<file path="src/rtl/core/ntc_code_to_temperature_core_defines.svh">
// ----------------------------------------------------------------------------
// Assertion macros shared by the core
// Clocked, reset-qualified property wrappers.
// ----------------------------------------------------------------------------
`ifndef NTC_CODE_TO_TEMPERATURE_CORE_DEFINES_SVH
`define NTC_CODE_TO_TEMPERATURE_CORE_DEFINES_SVH

// implication checked on every clock outside reset
`define NTC_ASSERT_IMP(lbl, ante, cons, msg) \
	lbl: assert property (@(posedge clk) disable iff (!arst_n) (ante) |-> (cons)) \
		else $error(msg);

// implication whose consequent is checked in the cycle after the antecedent
`define NTC_ASSERT_NEXT(lbl, ante, cons, msg) \
	lbl: assert property (@(posedge clk) disable iff (!arst_n) (ante) |=> (cons)) \
		else $error(msg);

`endif

</file>
<file path="src/rtl/core/ntc_pkg.sv">
// ----------------------------------------------------------------------------
// ntc_pkg
// Curve tables, field widths and the job record passed front to back.
// ----------------------------------------------------------------------------
package ntc_pkg;

	localparam int CODE_W   = 16;
	localparam int TEMP_W   = 11;
	localparam int STORED   = 25;
	localparam int SEG_W    = 5;
	localparam int FRAC_W   = 6;   // 50*diff/den < 50
	localparam int DIFF_W   = 22;  // 50*diff fits

	localparam logic REG_TABLE_SELECT = 1'b0;

	typedef logic [CODE_W-1:0] code_t;

	// classified item handed from front to back
	typedef struct packed {
		logic             in_range;
		logic [SEG_W-1:0] seg;
		code_t            diff;   // table[k] - code
		code_t            den;    // table[k] - table[k+1]
	} job_t;

	function automatic code_t curve_335(input logic [SEG_W-1:0] i);
		code_t r;
		case (i)
			5'd0: r = 16'h65B6;  5'd1: r = 16'h64EE;  5'd2: r = 16'h63FD;
			5'd3: r = 16'h62DD;  5'd4: r = 16'h618A;  5'd5: r = 16'h5FFF;
			5'd6: r = 16'h5E35;  5'd7: r = 16'h5C29;  5'd8: r = 16'h59D6;
			5'd9: r = 16'h573D;  5'd10: r = 16'h545E; 5'd11: r = 16'h513F;
			5'd12: r = 16'h4DE5; 5'd13: r = 16'h4A5A; 5'd14: r = 16'h46A7;
			5'd15: r = 16'h42D8; 5'd16: r = 16'h3EF7; 5'd17: r = 16'h3B10;
			5'd18: r = 16'h372D; 5'd19: r = 16'h335A; 5'd20: r = 16'h2F9F;
			5'd21: r = 16'h2C05; 5'd22: r = 16'h2894; 5'd23: r = 16'h2552;
			5'd24: r = 16'h2242;
			default: r = 16'h0000;
		endcase
		return r;
	endfunction

	function automatic code_t curve_505(input logic [SEG_W-1:0] i);
		code_t r;
		case (i)
			5'd0: r = 16'h91C7;  5'd1: r = 16'h8DD7;  5'd2: r = 16'h88F6;
			5'd3: r = 16'h8313;  5'd4: r = 16'h7C29;  5'd5: r = 16'h7446;
			5'd6: r = 16'h6B90;  5'd7: r = 16'h623E;  5'd8: r = 16'h5897;
			5'd9: r = 16'h4EE8;  5'd10: r = 16'h457B; 5'd11: r = 16'h3C90;
			5'd12: r = 16'h3454; 5'd13: r = 16'h2CE4; 5'd14: r = 16'h264C;
			5'd15: r = 16'h2088; 5'd16: r = 16'h1B8F; 5'd17: r = 16'h174F;
			5'd18: r = 16'h13B3; 5'd19: r = 16'h10A7; 5'd20: r = 16'h0E17;
			5'd21: r = 16'h0BEF; 5'd22: r = 16'h0A21; 5'd23: r = 16'h089D;
			5'd24: r = 16'h0757;
			default: r = 16'h0000;
		endcase
		return r;
	endfunction

	function automatic code_t curve(input logic sel, input logic [SEG_W-1:0] i);
		return sel ? curve_505(i) : curve_335(i);
	endfunction

endpackage

</file>
<file path="src/rtl/core/ntc_code_to_temperature_core.sv">
// Latency: the result follows the input transfer through the segment scan, hand-off,
//   queue and back load, and the divider; codes out of span skip the scan and divider.
// Throughput: front and back each take a new item only when done with the last;
//   a two-entry queue lets them overlap; without output stalls the scan sets the rate.
// Reset: arst_n clears all control state and loads table_select with 1.
// ----------------------------------------------------------------------------
// ntc_code_to_temperature_core
// NTC converter code to temperature in tenths of a degree, linear interpolation.
// ----------------------------------------------------------------------------
module ntc_code_to_temperature_core import ntc_pkg::*; #(
	parameter int TABLE_ENTRIES = 25
) (
	input  logic        clk,
	input  logic        arst_n,
	input  logic        psel,
	input  logic        penable,
	input  logic        pwrite,
	input  logic [1:0]  paddr,
	input  logic [31:0] pwdata,
	output logic [31:0] prdata,
	output logic        pready,
	input  logic        in_valid,
	output logic        in_ready,
	input  logic [15:0] adc_code,
	output logic        out_valid,
	input  logic        out_ready,
	output logic signed [10:0] temp_tenths,
	output logic        in_range
);

	`include "ntc_code_to_temperature_core_defines.svh"

	localparam int USED = (TABLE_ENTRIES < STORED) ? TABLE_ENTRIES : STORED;

	logic table_select_q;
	logic f_valid, f_ready, b_valid, b_ready;
	job_t f_job, b_job;

	assign pready = 1'b1;
	assign prdata = (paddr[1] == REG_TABLE_SELECT) ? {31'd0, table_select_q} : 32'd0;

	// configuration register
	always_ff @(posedge clk or negedge arst_n) begin
		if (!arst_n) begin
			table_select_q <= 1'b1;
		end else if (psel && penable && pwrite && paddr[1] == REG_TABLE_SELECT) begin
			table_select_q <= pwdata[0];
		end
	end

	ntc_front #(.USED(USED)) u_front (
		.clk, .arst_n, .table_select(table_select_q),
		.in_valid, .in_ready, .adc_code,
		.job_valid(f_valid), .job_ready(f_ready), .job(f_job)
	);

	ntc_queue u_queue (
		.clk, .arst_n,
		.wr_valid(f_valid), .wr_ready(f_ready), .wr_job(f_job),
		.rd_valid(b_valid), .rd_ready(b_ready), .rd_job(b_job)
	);

	ntc_back u_back (
		.clk, .arst_n,
		.job_valid(b_valid), .job_ready(b_ready), .job(b_job),
		.out_valid, .out_ready, .temp_tenths, .in_range
	);

	`NTC_ASSERT_IMP(a_ready_const, 1'b1, pready, "pready low")
	`NTC_ASSERT_IMP(a_job_den, b_valid && b_job.in_range, b_job.den != '0, "zero divisor")
	`NTC_ASSERT_IMP(a_job_diff, b_valid && b_job.in_range, b_job.diff < b_job.den, "diff beyond segment")

endmodule

</file>
<file path="src/rtl/core/ntc_front.sv">
// ----------------------------------------------------------------------------
// ntc_front
// Range check and segment search, one table entry per cycle.
// ----------------------------------------------------------------------------
module ntc_front import ntc_pkg::*; #(
	parameter int USED = 25
) (
	input  logic  clk,
	input  logic  arst_n,
	input  logic  table_select,
	input  logic  in_valid,
	output logic  in_ready,
	input  code_t adc_code,
	output logic  job_valid,
	input  logic  job_ready,
	output job_t  job
);

	localparam logic [SEG_W-1:0] LAST = SEG_W'(USED - 1);
	localparam logic [SEG_W-1:0] KMAX = SEG_W'(USED - 2);

	typedef enum logic [1:0] {ST_IDLE, ST_SCAN, ST_SEND} state_t;

	state_t           state_q;
	code_t            code_q;
	logic [SEG_W-1:0] k_q;
	job_t             job_q;
	code_t            t_hi, t_lo;

	assign t_hi = curve(table_select, k_q);
	assign t_lo = curve(table_select, k_q + SEG_W'(1));

	assign in_ready  = (state_q == ST_IDLE);
	assign job_valid = (state_q == ST_SEND);
	assign job       = job_q;

	// search sequencer
	always_ff @(posedge clk or negedge arst_n) begin
		if (!arst_n) begin
			state_q <= ST_IDLE;
			k_q     <= '0;
			code_q  <= '0;
			job_q   <= '0;
		end else begin
			case (state_q)
				ST_IDLE: begin
					if (in_valid) begin
						code_q <= adc_code;
						k_q    <= '0;
						if (adc_code <= curve(table_select, '0) &&
						    adc_code > curve(table_select, LAST)) begin
							state_q <= ST_SCAN;
						end else begin
							job_q   <= '0;
							state_q <= ST_SEND;
						end
					end
				end
				ST_SCAN: begin
					if ((t_hi >= code_q && code_q > t_lo) || k_q == KMAX) begin
						job_q.in_range <= 1'b1;
						job_q.seg      <= k_q;
						job_q.diff     <= t_hi - code_q;
						job_q.den      <= t_hi - t_lo;
						state_q        <= ST_SEND;
					end else begin
						k_q <= k_q + SEG_W'(1);
					end
				end
				ST_SEND: begin
					if (job_ready) state_q <= ST_IDLE;
				end
				default: state_q <= ST_IDLE;
			endcase
		end
	end

endmodule

</file>
<file path="src/rtl/core/ntc_queue.sv">
// ----------------------------------------------------------------------------
// ntc_queue
// Two-entry job queue between front and back.
// ----------------------------------------------------------------------------
module ntc_queue import ntc_pkg::*; (
	input  logic clk,
	input  logic arst_n,
	input  logic wr_valid,
	output logic wr_ready,
	input  job_t wr_job,
	output logic rd_valid,
	input  logic rd_ready,
	output job_t rd_job
);

	job_t       mem_q [2];
	logic       wp_q, rp_q;
	logic [1:0] cnt_q;
	logic       push, pop;

	assign wr_ready = (cnt_q != 2'd2);
	assign rd_valid = (cnt_q != 2'd0);
	assign rd_job   = mem_q[rp_q];
	assign push     = wr_valid && wr_ready;
	assign pop      = rd_valid && rd_ready;

	// storage
	always_ff @(posedge clk) begin
		if (push) mem_q[wp_q] <= wr_job;
	end

	// pointers and fill level
	always_ff @(posedge clk or negedge arst_n) begin
		if (!arst_n) begin
			wp_q  <= 1'b0;
			rp_q  <= 1'b0;
			cnt_q <= '0;
		end else begin
			if (push) wp_q <= ~wp_q;
			if (pop)  rp_q <= ~rp_q;
			cnt_q <= cnt_q + {1'b0, push} - {1'b0, pop};
		end
	end

endmodule

</file>
<file path="src/rtl/core/ntc_back.sv">
// ----------------------------------------------------------------------------
// ntc_back
// Restoring divider for the interpolation fraction, then output register.
// ----------------------------------------------------------------------------
module ntc_back import ntc_pkg::*; (
	input  logic              clk,
	input  logic              arst_n,
	input  logic              job_valid,
	output logic              job_ready,
	input  job_t              job,
	output logic              out_valid,
	input  logic              out_ready,
	output logic signed [TEMP_W-1:0] temp_tenths,
	output logic              in_range
);

	`include "ntc_code_to_temperature_core_defines.svh"

	typedef enum logic [1:0] {ST_IDLE, ST_DIV, ST_OUT} state_t;

	state_t             state_q;
	logic [DIFF_W-1:0]  rem_q;
	code_t              den_q;
	logic [FRAC_W-1:0]  quo_q;
	logic [2:0]         cnt_q;
	logic [SEG_W-1:0]   seg_q;
	logic               rng_q;
	logic signed [TEMP_W-1:0] temp_q;
	logic [DIFF_W-1:0]  trial;
	logic signed [TEMP_W-1:0] base;
	logic [FRAC_W-1:0]  quo_fin;
	logic               rem_nz;
	logic               rnd_up;

	// shifted divisor for the current quotient bit
	assign trial = {{(DIFF_W-CODE_W){1'b0}}, den_q} << cnt_q;
	// 50*k - 200
	assign base  = TEMP_W'(signed'({1'b0, seg_q}) * 50) - TEMP_W'(200);

	// last quotient bit and leftover remainder
	assign quo_fin = (rem_q >= trial) ? (quo_q | FRAC_W'(1)) : quo_q;
	assign rem_nz  = (rem_q >= trial) ? (rem_q != trial) : (rem_q != '0);
	// below zero degrees the truncation toward zero rounds the fraction up
	assign rnd_up  = base[TEMP_W-1] && rem_nz;

	assign job_ready   = (state_q == ST_IDLE);
	assign out_valid   = (state_q == ST_OUT);
	assign temp_tenths = temp_q;
	assign in_range    = rng_q;

	// divide sequencer: 50*diff / den, six quotient bits MSB first
	always_ff @(posedge clk or negedge arst_n) begin
		if (!arst_n) begin
			state_q <= ST_IDLE;
			rem_q   <= '0;
			den_q   <= '0;
			quo_q   <= '0;
			cnt_q   <= '0;
			seg_q   <= '0;
			rng_q   <= 1'b0;
			temp_q  <= '0;
		end else begin
			case (state_q)
				ST_IDLE: begin
					if (job_valid) begin
						rng_q <= job.in_range;
						seg_q <= job.seg;
						den_q <= job.den;
						rem_q <= DIFF_W'(job.diff) * DIFF_W'(50);
						quo_q <= '0;
						cnt_q <= 3'(FRAC_W - 1);
						if (job.in_range) begin
							state_q <= ST_DIV;
						end else begin
							temp_q  <= '0;
							state_q <= ST_OUT;
						end
					end
				end
				ST_DIV: begin
					if (rem_q >= trial) begin
						rem_q <= rem_q - trial;
						quo_q[cnt_q] <= 1'b1;
					end
					if (cnt_q == 3'd0) begin
						state_q <= ST_OUT;
						temp_q  <= base + TEMP_W'(quo_fin + FRAC_W'(rnd_up));
					end else begin
						cnt_q <= cnt_q - 3'd1;
					end
				end
				ST_OUT: begin
					if (out_ready) state_q <= ST_IDLE;
				end
				default: state_q <= ST_IDLE;
			endcase
		end
	end

	`NTC_ASSERT_IMP(a_zero_when_invalid, out_valid && !in_range, temp_tenths == '0, "nonzero invalid")
	`NTC_ASSERT_IMP(a_frac_bound, state_q == ST_OUT && rng_q, temp_q >= base && temp_q <= base + TEMP_W'(50), "fraction out of segment")
	`NTC_ASSERT_NEXT(a_div_done, state_q == ST_DIV && cnt_q == 3'd0, state_q == ST_OUT, "divider overrun")

endmodule
</file>
<file path="config.mk">
export PLATFORM = sky130hd
export DESIGN_NAME = ntc_code_to_temperature_core
export DESIGN_NICKNAME = d
export VERILOG_FILES = /design/src/rtl/core/ntc_pkg.sv /design/src/rtl/core/ntc_code_to_temperature_core.sv /design/src/rtl/core/ntc_front.sv /design/src/rtl/core/ntc_queue.sv /design/src/rtl/core/ntc_back.sv
export VERILOG_INCLUDE_DIRS = /design/src /design/src/rtl/core
export SDC_FILE = /design/constraint.sdc
export NUM_CORES = 1
export LEC_CHECK = 0
export BUFFER_PORTS_ARGS = -buffer_cell sky130_fd_sc_hd__buf_2
export CAP_MARGIN = 20
export CORE_ASPECT_RATIO = 0.8
export CORE_MARGIN = 2
export CORE_UTILIZATION = 30
export CTS_BUF_LIST = sky130_fd_sc_hd__clkbuf_4 sky130_fd_sc_hd__clkbuf_8
export CTS_CLUSTER_DIAMETER = 80
export DETAILED_ROUTE_END_ITERATION = 10
export RECOVER_POWER = 100
export SYNTH_ARGS = -nofsm -noshare
export SYNTH_HDL_FRONTEND = slang
export SYNTH_SLANG_ARGS = --single-unit
</file>
<file path="constraint.sdc">
create_clock -name clk -period 5.83 [get_ports clk]
set_input_delay 0.2915 -clock clk [delete_from_list [all_inputs] [get_ports clk]]
set_output_delay 0.2915 -clock clk [all_outputs]
set_load 0.01 [all_outputs]
</file>
==> summary.txt, run 1 <==
CLOCKING
---------------------------------------------------------------------------------
TritonCTS clock tree                                                          yes
CTS buffer count                                                               34
Maximum level of the CTS H-tree                                                 2
Clock sink total                                                              208
CTS root buf                                                         sky130_fd_sc_hd__clkbuf_8
Post-CTS setup buffers                                                          0
CTS max path bufs                                                               3
Clock transition at the registers of the reported paths                   0.07 ns
Clock latency of the later-clocked register in the worst-skew pair        0.56 ns

DETAILED ROUTING
---------------------------------------------------------------------------------
Sum of routed wire length over all layers                                48100 um
Count of nets left with antenna violations after detail routing                 0
Drt via density                                                              5.21
Average wire length per cell after detail routing                         17.4 um
Number of optimization iterations in the first detailed-route pass              5
Total vias in the final route                                               14400
First DRT Iteration DRCs                                                     1139
Post-route DRC                                                                  0

GLOBAL ROUTE
---------------------------------------------------------------------------------
GRT Util Overall                                                            16.1%
Number of antenna violations at the first check in global routing               1
First-pass GRT wire length                                               76400 um
GRT Residual Overflow                                                           0
Pin count of the biggest net entering global routing                           91
Number of global-route vias before repair                                   13700

STATUS
---------------------------------------------------------------------------------
Status                                                               finished with violations
Violated checks                                                      max-capacitance violations, max-slew violations

SYNTH
---------------------------------------------------------------------------------
Synth Flop Type                                                      sky130_fd_sc_hd__dfrtp_1
Cell area after technology mapping                                     17100 um^2
Post-synthesis sequential area ratio                                        32.6%
Number of flops mapped to enable cells by yosys                                76
Async SR Flop Fraction                                                      63.5%
Synth warnings                                                                  0
Mean instance size in the synthesized netlist                           8.92 um^2
Count of distinct cell types in the synthesized netlist                        84
Number of instances in the synthesized netlist                               1918
FF+latch count, synth                                                         208

TIMING
---------------------------------------------------------------------------------
Pins over their slew limit                                                    243
Top achievable clock speed                                                179 MHz
Final setup vio count                                                           0
Share of the clock period used by the worst path                            95.7%
Final Hold Violating Endpoints                                                  0
Clock period minus worst slack                                            5.58 ns
Slew @ Worst Pin                                                          4.10 ns
Setup repair after global routing missed its margin                         false
Final setup skew                                                        0.0312 ns
Max-slew headroom                                                           -173%
Setup TNS after final layout                                                 0 ns

MIN PATH
---------------------------------------------------------------------------------
End of the worst hold path                                           u_front.code_q[12]
Worst min-delay path startpoint                                      adc_code[12]
Hold Path Class                                                      input port to register
Cells on Worst Hold Path                                                        3

PLACE
---------------------------------------------------------------------------------
Routability Congestion                                                      0.914
Number of input and output port buffers inserted                               39
Dpl hpwl                                                                 36600 um

DIE
---------------------------------------------------------------------------------
Core region area                                                       56500 um^2
Effective utilization at floorplan                                          30.3%
Die extent in x                                                            271 um
Die H                                                                      218 um
Site row count                                                                 78
Die ar.                                                                59000 um^2
IO Pins                                                                       104

CELLS AND AREA
---------------------------------------------------------------------------------
Footprint of the multi-input gates                                     10500 um^2
Area growth, synth to finish                                                11.7%
# nets final                                                                 2231
Layout cell share with drive strength beyond 1                              10.4%
Number of fill cells                                                         5825
Sequential Area                                                         5590 um^2

SETUP PATH
---------------------------------------------------------------------------------
WS Path Type                                                         register to register
Reg-to-reg startpoint                                                u_front.k_q[0]
Worst Path Arrival                                                        6.03 ns
Capture instance of the worst register-to-register path              u_front.job[10]
Largest driver fanout on the critical path                                     18
Setup slack of the most critical reg-to-reg path                          0.25 ns
Startpoint class of the critical path                                    register
Worst reg2reg path depth                                                       19
Required time of the critical path                                        6.28 ns
Critical Path Sink Type                                                  register
Worst setup path start                                               u_front.k_q[0]

JOB
---------------------------------------------------------------------------------
Max-Cap Viols                                                                   5

==> placed cells by master (no fill, tap or decap), types with 55 or more instances in the layout <==
cell,synthesis,layout
sky130_fd_sc_hd__inv_1,120,120
sky130_fd_sc_hd__nor3_1,55,55
sky130_fd_sc_hd__a21oi_1,129,128
sky130_fd_sc_hd__ha_1,180,180
sky130_fd_sc_hd__buf_4,33,58
sky130_fd_sc_hd__edfxtp_1,76,76
sky130_fd_sc_hd__nand2_1,204,204
sky130_fd_sc_hd__mux2i_1,70,68
sky130_fd_sc_hd__o21ai_0,143,144
sky130_fd_sc_hd__nor2_1,146,146
sky130_fd_sc_hd__dfrtp_1,131,130
==> worst max path at each step <==
stage	end	slack, ns	depth (start not counted)
detailed placement	u_back.temp_tenths[9]	0.23	24
floorplan	u_back.temp_tenths[9]	0.28	24
CTS	u_back.temp_tenths[9]	0.20	24
global placement	u_back.temp_tenths[9]	0.26	24
global route	u_back.temp_tenths[7]	0.002	24
finish	u_front.job[10]	0.25	19
==> state kept, by name, indices dropped and copies added (netlist names) <==
signal,count
table_select_q,1
u_back.cnt_q,3
u_back.den_q,16
u_back.in_range,1
u_back.quo_q,6
u_back.rem_q,22
u_back.seg_q,5
u_back.state_q,2
u_back.temp_tenths,11
u_front.code_q,16
u_front.job,38
u_front.k_q,5
u_front.state_q,2
u_queue.cnt_q,2
u_queue.mem_q,76
u_queue.rp_q,1
u_queue.wp_q,1
==> worst max-delay path, stage by stage, from the launching register on <==
cell,delay [ns]
sky130_fd_sc_hd__dfrtp_1,0.68
sky130_fd_sc_hd__ha_1,0.26
sky130_fd_sc_hd__buf_4,0.28
sky130_fd_sc_hd__nand3_1,0.17
sky130_fd_sc_hd__xnor2_1,0.67
sky130_fd_sc_hd__buf_4,0.36
sky130_fd_sc_hd__nor2_1,0.10
sky130_fd_sc_hd__nand2_1,0.08
sky130_fd_sc_hd__a21oi_1,0.06
sky130_fd_sc_hd__a31oi_1,0.47
sky130_fd_sc_hd__ha_1,0.37
sky130_fd_sc_hd__nand4_1,0.14
sky130_fd_sc_hd__nor2_1,0.06
sky130_fd_sc_hd__nand2_1,0.07
sky130_fd_sc_hd__o311ai_0,0.12
sky130_fd_sc_hd__and3_1,0.23
sky130_fd_sc_hd__a31oi_2,0.23
sky130_fd_sc_hd__and3_2,0.48
sky130_fd_sc_hd__buf_4,0.28
sky130_fd_sc_hd__mux2_1,0.34
==> synth_stat cells, types with 37 or more instances <==
library cell | instances | share of area (%)
sky130_fd_sc_hd__o21ai_0 | 143 | 4.2
sky130_fd_sc_hd__nor2_1 | 146 | 3.2
sky130_fd_sc_hd__nand3_1 | 37 | 1.1
sky130_fd_sc_hd__nand2_1 | 204 | 4.5
sky130_fd_sc_hd__nor3_1 | 55 | 1.6
sky130_fd_sc_hd__edfxtp_1 | 76 | 13
sky130_fd_sc_hd__a21oi_1 | 129 | 3.8
sky130_fd_sc_hd__dfrtp_1 | 131 | 19
sky130_fd_sc_hd__inv_1 | 120 | 2.6
sky130_fd_sc_hd__clkbuf_1 | 69 | 1.5
sky130_fd_sc_hd__mux2i_1 | 70 | 4.1
sky130_fd_sc_hd__ha_1 | 180 | 13
==> final cells by class <==
type                    count  share of cell area [%]
diodes                      1                  0.0131
clock buffers              47                    3.12
clock inverters            15                   0.785
inverters                 123                    2.41
multi-input cells        1483                    55.0
flip-flops and latches    208                    29.2
well taps                 760                    4.97
repair buffers            128                    4.52
==> cells by family after synthesis <==
group / Yosys count / share of synthesized area, %
mux: 122 / 8.57
buf+inv: 257 / 6.59
other cells: 2 / 0.0439
xor+xnor: 68 / 3.61
compound gates: 509 / 18.6
fa+ha+maj: 196 / 15.0
simple gates: 556 / 14.9
flops: 208 / 32.6
==> per-stage QoR <==
step | util [%] | area (um^2) | instances | hold WS [ns] | setup WS (ns)
3_3_place_gp | 32.4 | 18300 | 2687 | 0.423 | 0.260
4_1_cts | 34.0 | 19200 | 2763 | 0.00141 | 0.198
5_1_grt | 33.8 | 19100 | 2765 | 0.0399 | 0.00201
2_1_floorplan | - | 17200 | 1948 | -0.00409 | 0.280
3_5_place_dp | 32.4 | 18300 | 2687 | 0.436 | 0.230
6_report | 33.8 | 19100 | 2765 | 0.0273 | 0.250
==> what timing repair did <==
action | 4_1_cts | 5_1_grt
endpoints found under the hold margin | 102 | 0
hold buffers | 14 | 0
gates resized for setup | 0 | 3
setup endpoints to repair | 0 | 3
==> layer usage <==
layer  part of all wire [%]  track usage (%)  vias to the layer above
met4                    2.1             3.89                        0
met5                      0                0                        -
li1                       -                -                     7009
met3                    5.4             2.60                       65
met2                     43             24.3                      377
met1                     50             23.7                     6948
Power of run 1 is left out: the tool's default activity adds up to more than one toggle a clock period on the data nets, which glitch-free logic cannot reach.
==> inputs of run 2 (changes only) <==
--- a/config.mk
+++ b/config.mk
@@ -10,10 +10,11 @@
 export CAP_MARGIN = 20
 export CORE_ASPECT_RATIO = 0.8
 export CORE_MARGIN = 2
-export CORE_UTILIZATION = 30
+export CORE_UTILIZATION = 58
 export CTS_BUF_LIST = sky130_fd_sc_hd__clkbuf_4 sky130_fd_sc_hd__clkbuf_8
 export CTS_CLUSTER_DIAMETER = 80
 export DETAILED_ROUTE_END_ITERATION = 10
+export PLACE_DENSITY = 0.8
 export RECOVER_POWER = 100
 export SYNTH_ARGS = -nofsm -noshare
 export SYNTH_HDL_FRONTEND = slang
==> run 2 against run 1 <==
  * The flow still finishes with violations (max-capacitance violations, max-slew violations)
  * Utilization is 30 points higher
  * Critical path depth did not move
  * Via count grew 2.9%
  * Sequential share of layout area grew 1.0 points
  * Count of clock-buffer cells in the layout shrank 1
  * Register-to-register slack got worse by 0.08 ns
  * Critical path type unchanged
  * Critical endpoint is now u_front.k_q[4]
  * Largest cell class unchanged
  * Highest routed layer unchanged
==> summary.txt, run 2 (synthesized netlist as in run 1, its figures left out) <==
DETAILED ROUTING
-------------------------------------------------------------------------------------
Total vias in the final route                                                   14800
Sum of routed wire length over all layers                                    45600 um
First DRT Iteration DRCs                                                         1521
Drt via density                                                                  6.28
Average wire length per cell after detail routing                             19.4 um
Post-route DRC                                                                      0
Count of nets left with antenna violations after detail routing                     0
Number of optimization iterations in the first detailed-route pass                  7

CELLS AND AREA
-------------------------------------------------------------------------------------
Most frequent standard cell in the layout excluding fill and tap cells   sky130_fd_sc_hd__nand2_1
Layout cell share with drive strength beyond 1                                  9.49%
Number of flip-flops in the largest register                                       76
Register with the most flip-flops                                        u_queue.mem_q
# nets final                                                                     2204
Most frequent cells in the layout                                        sky130_fd_sc_hd__nand2_1 (204), sky130_fd_sc_hd__ha_1 (180), sky130_fd_sc_hd__nor2_1 (145)
Final core occ                                                                  63.4%
Area growth, synth to finish                                                    7.96%
Number of fill cells                                                             2391
Diode count                                                                         0

TIMING
-------------------------------------------------------------------------------------
Clock period minus worst slack                                                5.66 ns
Share of the clock period used by the worst path                                97.1%
Setup repair after global routing missed its margin                             false
Final setup skew                                                            0.0435 ns
Worst hold slack                                                            0.0232 ns
Final Hold Violating Endpoints                                                      0
Max-slew headroom                                                               -147%
Setup TNS after final layout                                                     0 ns
Top achievable clock speed                                                    177 MHz
Final setup vio count                                                               0
Slew @ Worst Pin                                                              3.70 ns
Pins over their slew limit                                                        258

DIE
-------------------------------------------------------------------------------------
Die ar.                                                                    30900 um^2
Effective utilization at floorplan                                              58.7%
Die H                                                                          158 um
Site row count                                                                     56
Die extent in x                                                                196 um
Core region area                                                           29100 um^2
IO Pins                                                                           104

SETUP PATH
-------------------------------------------------------------------------------------
Required time of the critical path                                            6.23 ns
Largest driver fanout on the critical path                                         10
Worst Path Arrival                                                            6.06 ns
WS Path Type                                                             register to register
Startpoint class of the critical path                                        register
Critical Path Sink Type                                                      register
Worst reg2reg path depth                                                           19

JOB
-------------------------------------------------------------------------------------
Max-Cap Viols                                                                       5

MIN PATH
-------------------------------------------------------------------------------------
Hold Path Class                                                          input port to register
Cells on Worst Hold Path                                                            3

CLOCKING
-------------------------------------------------------------------------------------
CTS buffer count                                                                   37
Clock latency of the later-clocked register in the worst-skew pair            0.55 ns
CTS root buf                                                             sky130_fd_sc_hd__clkbuf_8
Clock transition at the registers of the reported paths                       0.06 ns
Clock sink total                                                                  208
CTS max path bufs                                                                   3
TritonCTS clock tree                                                              yes
Maximum level of the CTS H-tree                                                     2
Post-CTS setup buffers                                                              0

PLACE
-------------------------------------------------------------------------------------
Routability Congestion                                                          0.994
Dpl hpwl                                                                     33600 um
Number of input and output port buffers inserted                                   39

GLOBAL ROUTE
-------------------------------------------------------------------------------------
GRT Util Overall                                                                29.7%
Number of antenna violations at the first check in global routing                   0
Number of global-route vias before repair                                       14200
First-pass GRT wire length                                                   73300 um
Pin count of the biggest net entering global routing                               71
GRT Residual Overflow                                                               0

STATUS
-------------------------------------------------------------------------------------
Violated checks                                                          max-capacitance violations, max-slew violations
Status                                                                   finished with violations

## run 2: layout make-up
| type | instances | area (um^2) | area share, % |
|---|---|---|---|
| Tap cell | 377 | 472 | 2.55 |
| Clock buffer | 46 | 602 | 3.26 |
| Clock inverter | 22 | 218 | 1.18 |
| Sequential cell | 208 | 5590 | 30.2 |
| Timing Repair Buffer | 98 | 621 | 3.36 |
| Inverter | 123 | 465 | 2.52 |
| Multi-Input combinational cell | 1483 | 10500 | 56.9 |
## run 2: what timing repair did
action / CTS / global route
hold endpoints to repair: 72 / 0
hold buffers: 9 / 0
gates resized for setup: 0 / 7
endpoints found under the setup margin: 0 / 5
## run 2: path summary, 6_finish.rpt
kind	endpoint	startpoint	slack [ns]
worst max register to register	u_front.k_q[4]	u_front.k_q[1]	0.17
worst max-delay path	u_front.k_q[4]	u_front.k_q[1]	0.17
worst min-delay path	u_front.code_q[7]	adc_code[7]	0.02
worst min register to register	u_queue.mem_q[0][18]	u_front.job[18]	0.43
max in group asynchronous	u_back.cnt_q[1]	arst_n	0.97
min in group asynchronous	u_queue.cnt_q[0]	arst_n	1.55
## run 2: per-stage QoR
stage | setup slack [ns] | cell area, um^2 | instances
floorplan | 0.280 | 17200 | 1948
global route | 0.00312 | 18500 | 2357
CTS | 0.0173 | 18600 | 2355
detailed placement | 0.0354 | 17700 | 2278
finish | 0.167 | 18500 | 2357
global placement | 0.176 | 17700 | 2278
## run 2: metal layers
metal / part of all wire, % / GRT usage (%) / vias to the layer above
li1: - / - / 6947
met1: 43 / 41.1 / 7007
met2: 43 / 46.4 / 734
met3: 10 / 7.18 / 124
met4: 3.1 / 8.80 / 0
met5: 0 / 0 / -
## run 2: critical path, stage by stage, from the launching register on
cell,delay [ns]
sky130_fd_sc_hd__dfrtp_1,0.55
sky130_fd_sc_hd__clkinv_1,0.43
sky130_fd_sc_hd__ha_1,0.59
sky130_fd_sc_hd__clkbuf_1,0.44
sky130_fd_sc_hd__nor2_1,0.16
sky130_fd_sc_hd__a21oi_1,0.15
sky130_fd_sc_hd__a21oi_1,0.08
sky130_fd_sc_hd__nor2_1,0.20
sky130_fd_sc_hd__a31oi_1,0.06
sky130_fd_sc_hd__a21oi_1,0.48
sky130_fd_sc_hd__ha_1,0.39
sky130_fd_sc_hd__a21oi_1,0.16
sky130_fd_sc_hd__nor2_1,0.06
sky130_fd_sc_hd__a211oi_1,0.42
sky130_fd_sc_hd__a31oi_1,0.15
sky130_fd_sc_hd__o21ai_0,0.23
sky130_fd_sc_hd__a31oi_2,0.16
sky130_fd_sc_hd__clkbuf_1,0.20
sky130_fd_sc_hd__nand2_1,0.25
sky130_fd_sc_hd__mux2_2,0.37
Power of run 2 is left out for the same reason.
